`src/rtl/core/rsht_pkg.sv`:
```
// ----------------------------------------------------------------------------
// rsht_pkg: shared types and constants of the subject handle table
// Table sizes, field widths, operation and status codes, cell chain types.
// ----------------------------------------------------------------------------
package rsht_pkg;

    // table geometry
    localparam int TABLE_ENTRIES = 16;
    localparam int HANDLE_BITS   = 16;

    // fixed field widths
    localparam int OP_W     = 2;
    localparam int TYPE_W   = 2;
    localparam int ID_W     = 16;
    localparam int HRAW_W   = 17;
    localparam int STATUS_W = 3;
    localparam int RH_W     = 16;
    localparam int USAGE_W  = 16;

    // compare key covers both the stored handle and a request handle
    localparam int KEY_W  = (HANDLE_BITS > RH_W) ? HANDLE_BITS : RH_W;
    localparam int LIVE_W = $clog2(TABLE_ENTRIES + 1);

    // operation codes
    localparam logic [OP_W-1:0] OP_CREATE = 2'd0;
    localparam logic [OP_W-1:0] OP_DELETE = 2'd1;
    localparam logic [OP_W-1:0] OP_QUERY  = 2'd2;
    localparam logic [OP_W-1:0] OP_FIND   = 2'd3;

    // status codes
    localparam logic [STATUS_W-1:0] ST_OK         = 3'd0;
    localparam logic [STATUS_W-1:0] ST_BAD_HANDLE = 3'd1;
    localparam logic [STATUS_W-1:0] ST_BAD_ID     = 3'd2;
    localparam logic [STATUS_W-1:0] ST_INTEGRITY  = 3'd3;
    localparam logic [STATUS_W-1:0] ST_FULL       = 3'd4;

    // write-back actions broadcast to the cells
    localparam logic [1:0] ACT_NONE  = 2'd0;
    localparam logic [1:0] ACT_INC   = 2'd1;
    localparam logic [1:0] ACT_ALLOC = 2'd2;
    localparam logic [1:0] ACT_DEC   = 2'd3;

    localparam logic [USAGE_W-1:0] USAGE_MAX = {USAGE_W{1'b1}};

    // command broadcast from the controller to every cell
    typedef struct packed {
        logic [TYPE_W-1:0]      subject_type;
        logic [ID_W-1:0]        subject_id;
        logic                   key_en;
        logic [KEY_W-1:0]       key;
        logic [1:0]             action;
        logic [HANDLE_BITS-1:0] new_handle;
    } rsht_cmd_t;

    // first-hit flags and data passed from cell to cell
    typedef struct packed {
        logic                   id_hit;
        logic [HANDLE_BITS-1:0] id_handle;
        logic [USAGE_W-1:0]     id_usage;
        logic                   hnd_hit;
        logic [TYPE_W-1:0]      h_type;
        logic [ID_W-1:0]        h_id;
        logic [HANDLE_BITS-1:0] h_handle;
        logic [USAGE_W-1:0]     h_usage;
        logic                   free_hit;
    } rsht_chain_t;

endpackage

```
`src/rtl/core/rsht_if.sv`:
```
// ----------------------------------------------------------------------------
// rsht_req_if / rsht_rsp_if: request and response channels
// Valid/ready channels; a transaction moves when valid and ready are high.
// ----------------------------------------------------------------------------
interface rsht_req_if
    import rsht_pkg::*;
();
    logic                    valid;
    logic                    ready;
    logic [OP_W-1:0]         opcode;
    logic [TYPE_W-1:0]       subject_type;
    logic [ID_W-1:0]         subject_id;
    logic signed [HRAW_W-1:0] subject_handle;

    modport source (output valid, opcode, subject_type, subject_id, subject_handle,
                    input ready);
    modport sink   (input valid, opcode, subject_type, subject_id, subject_handle,
                    output ready);
endinterface

interface rsht_rsp_if
    import rsht_pkg::*;
();
    logic                valid;
    logic                ready;
    logic [STATUS_W-1:0] status;
    logic [RH_W-1:0]     result_handle;
    logic [TYPE_W-1:0]   result_type;
    logic [ID_W-1:0]     result_id;
    logic [USAGE_W-1:0]  usage_count;

    modport source (output valid, status, result_handle, result_type, result_id,
                    usage_count, input ready);
    modport sink   (input valid, status, result_handle, result_type, result_id,
                    usage_count, output ready);
endinterface

```
`src/rtl/core/rsht_cell.sv`:
```
// ----------------------------------------------------------------------------
// rsht_cell: one table entry
// Holds one subject, compares it against the broadcast command, forwards
// first-hit flags and data to its neighbor and applies the write-back.
// ----------------------------------------------------------------------------
module rsht_cell
    import rsht_pkg::*;
(
    input  logic        clk,
    input  logic        rst_n,
    input  rsht_cmd_t   cmd,
    input  rsht_chain_t chain_in,
    output rsht_chain_t chain_out
);

    logic                   valid_reg;
    logic                   valid_next;
    logic [TYPE_W-1:0]      type_reg;
    logic [TYPE_W-1:0]      type_next;
    logic [ID_W-1:0]        id_reg;
    logic [ID_W-1:0]        id_next;
    logic [HANDLE_BITS-1:0] handle_reg;
    logic [HANDLE_BITS-1:0] handle_next;
    logic [USAGE_W-1:0]     usage_reg;
    logic [USAGE_W-1:0]     usage_next;

    logic [KEY_W-1:0] handle_key;
    logic             id_match;
    logic             hnd_match;
    logic             first_id;
    logic             first_hnd;
    logic             first_free;

    // local compares
    assign handle_key = KEY_W'(handle_reg);
    assign id_match   = valid_reg && (type_reg == cmd.subject_type)
                        && (id_reg == cmd.subject_id);
    assign hnd_match  = valid_reg && cmd.key_en && (handle_key == cmd.key);
    assign first_id   = id_match && !chain_in.id_hit;
    assign first_hnd  = hnd_match && !chain_in.hnd_hit;
    assign first_free = !valid_reg && !chain_in.free_hit;

    // forward the first hits down the row
    always_comb
    begin
        chain_out = chain_in;
        if (first_id)
        begin
            chain_out.id_hit    = 1'b1;
            chain_out.id_handle = handle_reg;
            chain_out.id_usage  = usage_reg;
        end
        if (first_hnd)
        begin
            chain_out.hnd_hit  = 1'b1;
            chain_out.h_type   = type_reg;
            chain_out.h_id     = id_reg;
            chain_out.h_handle = handle_reg;
            chain_out.h_usage  = usage_reg;
        end
        if (first_free)
        begin
            chain_out.free_hit = 1'b1;
        end
    end

    // write-back
    always_comb
    begin
        valid_next  = valid_reg;
        type_next   = type_reg;
        id_next     = id_reg;
        handle_next = handle_reg;
        usage_next  = usage_reg;
        case (cmd.action)
            ACT_INC:
            begin
                if (first_id && (usage_reg != USAGE_MAX))
                begin
                    usage_next = usage_reg + USAGE_W'(1);
                end
            end
            ACT_ALLOC:
            begin
                if (first_free)
                begin
                    valid_next  = 1'b1;
                    type_next   = cmd.subject_type;
                    id_next     = cmd.subject_id;
                    handle_next = cmd.new_handle;
                    usage_next  = USAGE_W'(1);
                end
            end
            ACT_DEC:
            begin
                if (first_hnd && (usage_reg != '0))
                begin
                    usage_next = usage_reg - USAGE_W'(1);
                    if (usage_reg == USAGE_W'(1))
                    begin
                        valid_next = 1'b0;
                    end
                end
            end
            default:
            begin
                valid_next = valid_reg;
            end
        endcase
    end

    // entry valid flag
    always_ff @(posedge clk or negedge rst_n)
    begin
        if (!rst_n)
        begin
            valid_reg <= 1'b0;
        end
        else
        begin
            valid_reg <= valid_next;
        end
    end

    // entry payload
    always_ff @(posedge clk)
    begin
        type_reg   <= type_next;
        id_reg     <= id_next;
        handle_reg <= handle_next;
        usage_reg  <= usage_next;
    end

endmodule

```
`src/rtl/core/refcounted_subject_handle_table.sv`:
```
// A request is registered in the capture registers and then resolved by one
// pass along the row of cells into the response register; no new request is
// taken until the current one is resolved, but a new request is taken while
// a finished response waits in its register.
// Reset: all entries free, next handle 1, live count 0; no clearing pass.
// ----------------------------------------------------------------------------
// refcounted_subject_handle_table: reference-counted subject handle table
// Create, delete, query and find over a row of entry cells.
// ----------------------------------------------------------------------------
module refcounted_subject_handle_table
    import rsht_pkg::*;
(
    input  logic       clk,
    input  logic       rst_n,
    rsht_req_if.sink   req,
    rsht_rsp_if.source rsp
);

    // request capture
    logic                busy_reg;
    logic                busy_next;
    logic [OP_W-1:0]     op_reg;
    logic [TYPE_W-1:0]   type_reg;
    logic [ID_W-1:0]     id_reg;
    logic [HRAW_W-1:0]   hraw_reg;

    // table-wide state
    logic [HANDLE_BITS-1:0] next_handle_reg;
    logic [HANDLE_BITS-1:0] next_handle_next;
    logic [LIVE_W-1:0]      live_count_reg;
    logic [LIVE_W-1:0]      live_count_next;

    // response register
    logic                rsp_valid_reg;
    logic                rsp_valid_next;
    logic [STATUS_W-1:0] status_reg;
    logic [STATUS_W-1:0] status_next;
    logic [RH_W-1:0]     rh_reg;
    logic [RH_W-1:0]     rh_next;
    logic [TYPE_W-1:0]   rt_reg;
    logic [TYPE_W-1:0]   rt_next;
    logic [ID_W-1:0]     rid_reg;
    logic [ID_W-1:0]     rid_next;
    logic [USAGE_W-1:0]  ru_reg;
    logic [USAGE_W-1:0]  ru_next;

    logic        accept;
    logic        exec;
    logic        user0;
    logic        hneg;
    logic        hminus1;
    rsht_cmd_t   cmd;
    rsht_chain_t chain [TABLE_ENTRIES+1];
    rsht_chain_t last;

    assign accept    = req.valid && req.ready;
    assign exec      = busy_reg && (!rsp_valid_reg || rsp.ready);
    assign req.ready = !busy_reg;

    assign user0   = (type_reg == '0) && (id_reg == '0);
    assign hneg    = hraw_reg[HRAW_W-1];
    assign hminus1 = (hraw_reg == {HRAW_W{1'b1}});

    // row of entry cells
    assign chain[0] = '0;
    genvar gi;
    generate
        for (gi = 0; gi < TABLE_ENTRIES; gi++)
        begin : g_cell
            rsht_cell u_cell (
                .clk       (clk),
                .rst_n     (rst_n),
                .cmd       (cmd),
                .chain_in  (chain[gi]),
                .chain_out (chain[gi+1])
            );
        end
    endgenerate
    assign last = chain[TABLE_ENTRIES];

    // command and response decision
    always_comb
    begin
        cmd.subject_type = type_reg;
        cmd.subject_id   = id_reg;
        cmd.new_handle   = user0 ? '0 : next_handle_reg;
        cmd.action       = ACT_NONE;
        cmd.key_en       = 1'b0;
        cmd.key          = KEY_W'(hraw_reg[RH_W-1:0]);

        next_handle_next = next_handle_reg;
        live_count_next  = live_count_reg;
        busy_next        = busy_reg;
        rsp_valid_next   = rsp_valid_reg;
        status_next      = status_reg;
        rh_next          = rh_reg;
        rt_next          = rt_reg;
        rid_next         = rid_reg;
        ru_next          = ru_reg;

        // handle key per operation
        case (op_reg)
            OP_CREATE:
            begin
                cmd.key_en = 1'b1;
                cmd.key    = KEY_W'(cmd.new_handle);
            end
            OP_DELETE:
            begin
                cmd.key_en = !hneg;
            end
            OP_QUERY:
            begin
                cmd.key_en = !hneg || hminus1;
                if (hminus1)
                begin
                    cmd.key = '0;
                end
            end
            default:
            begin
                cmd.key_en = 1'b0;
            end
        endcase

        if (rsp_valid_reg && rsp.ready)
        begin
            rsp_valid_next = 1'b0;
        end
        if (accept)
        begin
            busy_next = 1'b1;
        end

        if (exec)
        begin
            busy_next      = 1'b0;
            rsp_valid_next = 1'b1;
            status_next    = ST_OK;
            rh_next        = '0;
            rt_next        = '0;
            rid_next       = '0;
            ru_next        = '0;
            case (op_reg)
                OP_CREATE:
                begin
                    if (last.id_hit)
                    begin
                        cmd.action = ACT_INC;
                        rh_next    = RH_W'(KEY_W'(last.id_handle));
                        ru_next    = (last.id_usage == USAGE_MAX) ? USAGE_MAX
                                     : last.id_usage + USAGE_W'(1);
                    end
                    else if (!last.free_hit)
                    begin
                        status_next = ST_FULL;
                    end
                    else
                    begin
                        if (!user0)
                        begin
                            next_handle_next = next_handle_reg + HANDLE_BITS'(1);
                        end
                        if (last.hnd_hit)
                        begin
                            status_next = ST_INTEGRITY;
                        end
                        else
                        begin
                            cmd.action      = ACT_ALLOC;
                            live_count_next = live_count_reg + LIVE_W'(1);
                            rh_next         = RH_W'(KEY_W'(cmd.new_handle));
                            ru_next         = USAGE_W'(1);
                        end
                    end
                end
                OP_DELETE:
                begin
                    if (!last.hnd_hit)
                    begin
                        status_next = ST_BAD_HANDLE;
                    end
                    else if (last.h_usage == '0)
                    begin
                        status_next = ST_INTEGRITY;
                    end
                    else
                    begin
                        cmd.action = ACT_DEC;
                        if ((last.h_usage == USAGE_W'(1)) && (live_count_reg != '0))
                        begin
                            live_count_next = live_count_reg - LIVE_W'(1);
                        end
                    end
                end
                OP_QUERY:
                begin
                    if (!last.hnd_hit)
                    begin
                        status_next = ST_BAD_HANDLE;
                    end
                    else
                    begin
                        rh_next  = RH_W'(KEY_W'(last.h_handle));
                        rt_next  = last.h_type;
                        rid_next = last.h_id;
                        ru_next  = last.h_usage;
                    end
                end
                default:
                begin
                    if (!last.id_hit)
                    begin
                        status_next = ST_BAD_ID;
                    end
                    else
                    begin
                        rh_next = RH_W'(KEY_W'(last.id_handle));
                    end
                end
            endcase
        end
    end

    // control state
    always_ff @(posedge clk or negedge rst_n)
    begin
        if (!rst_n)
        begin
            busy_reg        <= 1'b0;
            rsp_valid_reg   <= 1'b0;
            next_handle_reg <= HANDLE_BITS'(1);
            live_count_reg  <= '0;
        end
        else
        begin
            busy_reg        <= busy_next;
            rsp_valid_reg   <= rsp_valid_next;
            next_handle_reg <= next_handle_next;
            live_count_reg  <= live_count_next;
        end
    end

    // request and response payload
    always_ff @(posedge clk)
    begin
        if (accept)
        begin
            op_reg   <= req.opcode;
            type_reg <= req.subject_type;
            id_reg   <= req.subject_id;
            hraw_reg <= req.subject_handle;
        end
        status_reg <= status_next;
        rh_reg     <= rh_next;
        rt_reg     <= rt_next;
        rid_reg    <= rid_next;
        ru_reg     <= ru_next;
    end

    // response outputs
    assign rsp.valid         = rsp_valid_reg;
    assign rsp.status        = status_reg;
    assign rsp.result_handle = rh_reg;
    assign rsp.result_type   = rt_reg;
    assign rsp.result_id     = rid_reg;
    assign rsp.usage_count   = ru_reg;

endmodule

```
`src/flat_wrapper.sv`:
```
// flat-port wrapper written by rule: the top's interface ports become plain ports
module refcounted_subject_handle_table_flat import rsht_pkg::*;
  (clk, rst_n, req_valid, req_opcode, req_subject_type, req_subject_id, req_subject_handle, req_ready, rsp_valid, rsp_status, rsp_result_handle, rsp_result_type, rsp_result_id, rsp_usage_count, rsp_ready);
  rsht_req_if req_i ();
  rsht_rsp_if rsp_i ();
  input  logic clk;
  input  logic rst_n;
  input wire logic [$bits(req_i.valid)-1:0] req_valid;
  input wire logic [$bits(req_i.opcode)-1:0] req_opcode;
  input wire logic [$bits(req_i.subject_type)-1:0] req_subject_type;
  input wire logic [$bits(req_i.subject_id)-1:0] req_subject_id;
  input wire logic [$bits(req_i.subject_handle)-1:0] req_subject_handle;
  output wire logic [$bits(req_i.ready)-1:0] req_ready;
  output wire logic [$bits(rsp_i.valid)-1:0] rsp_valid;
  output wire logic [$bits(rsp_i.status)-1:0] rsp_status;
  output wire logic [$bits(rsp_i.result_handle)-1:0] rsp_result_handle;
  output wire logic [$bits(rsp_i.result_type)-1:0] rsp_result_type;
  output wire logic [$bits(rsp_i.result_id)-1:0] rsp_result_id;
  output wire logic [$bits(rsp_i.usage_count)-1:0] rsp_usage_count;
  input wire logic [$bits(rsp_i.ready)-1:0] rsp_ready;
  assign req_i.valid = req_valid;
  assign req_i.opcode = req_opcode;
  assign req_i.subject_type = req_subject_type;
  assign req_i.subject_id = req_subject_id;
  assign req_i.subject_handle = req_subject_handle;
  assign req_ready = req_i.ready;
  assign rsp_valid = rsp_i.valid;
  assign rsp_status = rsp_i.status;
  assign rsp_result_handle = rsp_i.result_handle;
  assign rsp_result_type = rsp_i.result_type;
  assign rsp_result_id = rsp_i.result_id;
  assign rsp_usage_count = rsp_i.usage_count;
  assign rsp_i.ready = rsp_ready;
  refcounted_subject_handle_table u_core (.clk(clk), .rst_n(rst_n), .req(req_i), .rsp(rsp_i));
endmodule
```
`config.mk`:
```
export PLATFORM = sky130hd
export DESIGN_NAME = refcounted_subject_handle_table_flat
export DESIGN_NICKNAME = d
export VERILOG_FILES = /design/src/rtl/core/rsht_pkg.sv /design/src/rtl/core/rsht_if.sv /design/src/rtl/core/rsht_cell.sv /design/src/rtl/core/refcounted_subject_handle_table.sv /design/src/flat_wrapper.sv
export SDC_FILE = /design/constraint.sdc
export NUM_CORES = 2
export LEC_CHECK = 0
export ABC_AREA = 1
export BUFFER_PORTS_ARGS = -buffer_cell sky130_fd_sc_hd__buf_2
export CORE_ASPECT_RATIO = 0.75
export CORE_MARGIN = 1
export CORE_UTILIZATION = 32
export CTS_CLUSTER_SIZE = 20
export DETAILED_ROUTE_END_ITERATION = 8
export PLACE_DENSITY = 0.49
export SLEW_MARGIN = 20
export SYNTH_ARGS = -nofsm -noshare
export SYNTH_HDL_FRONTEND = slang
export SYNTH_HIERARCHICAL = 1
export SYNTH_SLANG_ARGS = --single-unit
```
`constraint.sdc`:
```
create_clock -name clk -period 11.15 [get_ports clk]
set_input_delay 0.5575 -clock clk [delete_from_list [all_inputs] [get_ports clk]]
set_output_delay 0.5575 -clock clk [all_outputs]
set_load 0.01 [all_outputs]
```
==> results.py <==
metrics = {
    "logic_synthesis": {
        "async_reset_ff_frac": 0.0368,
        "synth-edff-count": 890,
        "ys_top_cells_by_count": "nand2_1 (2959), inv_1 (1158), edfxtp_1 (890), o21ai_2 (661), nor2_1 (651)",
        "yosys_warnings": 6,
        "synth_cell_types": 60,
        "synth_ff_type": "edfxtp_1",
        "yosysMostFrequentCell": "nand2_1",
        "synth_seq_area_share": 0.375,
        "ys_seq_elements": 924,
        "synth_area_leader_cell": "edfxtp_1",
        "synthesis.area_sq_um": 73500,
        "synth_top_area_share": 0.364,
        "synth_cells": 9785,
        "synth.area.top_cells": "edfxtp_1 (36%), nand2_1 (15%), o21ai_2 (7.9%)",
        "syn-mean-instance-area_sq_um": 7.51,
    },
    "sta": {
        "hold_viol": 0,
        "fin_crit_sh": 0.885,
        "rsz0062_at_grt": "false",
        "setup_violations": 0,
        "setup_ws_ps": 1290,
        "drv_slew": 0,
        "worst_pin_slew_ps": 1120,
        "fmax_ghz": 0.101,
        "skew_ps": 73.6,
        "max_slew_margin": 0.253,
        "finalCriticalPeriod_ps": 9860,
        "timing.setup.tns_ps": 0,
    },
    "placed_design": {
        "pre_cts_ws_ps": 1360,
        "dpl_cell_area_sq_um": 76600,
        "dp_cells": 12800,
        "gp_congestion": 0.928,
        "portBuffers": 95,
        "dpl.hpwl_um": 193000,
    },
    "power": {
        "pwr-share-comb": 0.284,
        "switching_share": 0.376,
        "power_density_nw_per_um2": 149,
        "leakagePower_nw": 36.0,
        "ir_drop_v": 0.000139,
        "p_int_w": 0.00749,
        "p_seq_frac": 0.398,
        "power_switching_w": 0.00451,
        "clockPowerShare": 0.318,
    },
    "global_route": {
        "grt_pass1_wl_um": 392000,
        "use_met2": 0.313,
        "grt_start_max_net_pins": 102,
        "gr-usage-all-layers": 0.218,
        "grt_pass1_vias": 63300,
        "grt.busiest_layer": "met1",
        "met1_usage": 0.343,
        "grt_util_met3": 0.0320,
        "grt_remaining_overflow": 0,
        "antenna_found_initial": 9,
    },
    "route": {
        "wl_per_cell_um": 19.6,
        "drtAntennaViolNets": 0,
        "drcViolationCount": 0,
        "route.vias.total": 67100,
        "drtIter0Drc": 6881,
        "firstDrtPassIters": 6,
        "vias_per_cell": 5.13,
        "drt_wl_total_um": 257000,
    },
    "clock_tree": {
        "cts_buffers": 108,
        "htreeDepth": 3,
        "ctsResizeCount": 0,
        "clockBufferDepth": 3,
        "path_clk_slew_ps": 60,
        "cts_root_buf": "clkbuf_16",
        "cts_tree": "built",
        "cts_sinks": 924,
        "clock_latency_ps": 780,
    },
    "critical_path": {
        "end_kind": "register",
        "cp.arrival_ps": 10400,
        "path_class": "reg -> reg",
        "startpoint_type": "register",
        "reg2reg_depth": 26,
        "critical_path.max_fanout": 18,
        "critPathRequiredTime_ps": 11680,
    },
    "cells_and_area": {
        "final_layout_size_suffix_gt1_frac": 0.166,
        "area_growth_pct": 9.89,
        "finalNetCount": 10100,
        "utilization": 0.356,
        "design_area_sq_um": 80700,
        "fin_cells": 13100,
    },
    "floorplan": {
        "die_area_sq_um": 231000,
        "rows": 151,
        "die_w_um": 555,
        "start_util": 0.324,
        "fp.dieH_um": 417,
        "io_pins": 96,
        "core_sq_um": 227000,
    },
    "run": {
        "drv_cap": 0,
    },
    "status": {
        "status": "finished clean",
    },
    "worst_hold_path": {
        "hp-class": "in -> reg",
        "whs_path_depth": 3,
    },
}
-- worst paths after layout --
check                                                              start                                              to  slack (ps)
max                        u_core/g_cell[0].u_cell/valid_reg$_DFFE_PN0P_  u_core/g_cell[5].u_cell/usage_reg[8]$_DFFE_PP_        1290
min                                                            req_valid                     u_core/busy_reg$_DFFE_PN0P_         110
max reg2reg                u_core/g_cell[0].u_cell/valid_reg$_DFFE_PN0P_  u_core/g_cell[5].u_cell/usage_reg[8]$_DFFE_PP_        1290
min reg2reg                                 u_core/rsp.valid$_DFFE_PN0P_                    u_core/rsp.valid$_DFFE_PN0P_         510
max in group asynchronous                                          rst_n   u_core/g_cell[4].u_cell/valid_reg$_DFFE_PN0P_        9980
min in group asynchronous                                          rst_n  u_core/g_cell[15].u_cell/valid_reg$_DFFE_PN0P_         540
-- per-layer routing --
| layer | up-vias | routed length, um |
|---|---|---|
| met5 | - | 0 |
| met4 | 0 | 3860 |
| met3 | 233 | 18300 |
| met2 | 2058 | 103000 |
| met1 | 32200 | 131000 |
| li1 | 32500 | - |
-- power by group through the flow --
stage	combinational, W	clock [W]	sequential [W]
5_1_grt	0.00376	0.00402	0.00482
3_3_place_gp	0.00334	0	0.00483
2_1_floorplan	0.00208	0	0.00478
3_5_place_dp	0.00335	0	0.00483
6_report	0.00341	0.00382	0.00477
4_1_cts	0.00337	0.00391	0.00476
-- through the flow --
step / hold slack (ps) / total power, W
finish: 114 / 0.0120
global route: 108 / 0.0126
CTS: 64.4 / 0.0121
detailed placement: 494 / 0.00818
global placement: 481 / 0.00817
floorplan: 262 / 0.00687
-- cell usage in the layout (no fill, tap or decap), types with 109 or more instances in the layout --
| master | count |
|---|---|
| a21oi_1 | 180 |
| buf_4 | 160 |
| clkbuf_16 | 109 |
| edfxtp_1 | 890 |
| inv_1 | 1157 |
| inv_2 | 206 |
| nand2_1 | 2959 |
| nand3_1 | 432 |
| nand4_1 | 202 |
| nor2_1 | 650 |
| o21ai_0 | 467 |
| o21ai_1 | 429 |
| o21ai_2 | 671 |
| xnor2_1 | 142 |
| xor2_1 | 198 |
-- layout make-up --
cell class,instances,area (sq um)
Clock inverter,69,856
Sequential cell,924,27600
Antenna cell,1,2.50
Tap cell,3060,3830
Multi-Input combinational cell,7216,38300
Fill cell,23900,146000
Clock buffer,134,2840
Inverter,1371,5150
Timing Repair Buffer,298,2150
-- logic make-up after synthesis --
family | count (synthesis) | share of synthesized area
compound gates | 1949 | 0.174
xor+xnor | 340 | 0.0405
simple gates | 4740 | 0.281
flops | 924 | 0.375
buf+inv | 1731 | 0.112
fa+ha+maj | 100 | 0.0170
other cells | 1 | 0.0000511
-- timing repair --
action	4_1_cts	5_1_grt
endpoints found under the setup margin	0	0
setup buffers	0	0
hold buffers	39	0
hold endpoints to repair	45	0
-- worst max-delay path: stages (launching register included) --
cell     delay, ps
dfrtp_1        520
inv_1          170
or2_2          350
or2_2          380
or2_2          360
or2_2          410
or2_2          400
or2_2          390
or2_2          410
or2_2          380
or2_2          360
or2_2          410
or2_2          430
or2_2          390
or2_2          400
or2_2          440
or2_2          390
or2_2          340
nand3_2        140
nor2_4         130
inv_1          130
a21oi_4        200
buf_4          320
ha_1           410
nor2_1         650
inv_1          320
o32ai_1        350
No activity file was read; power rests on OpenSTA's default activity.
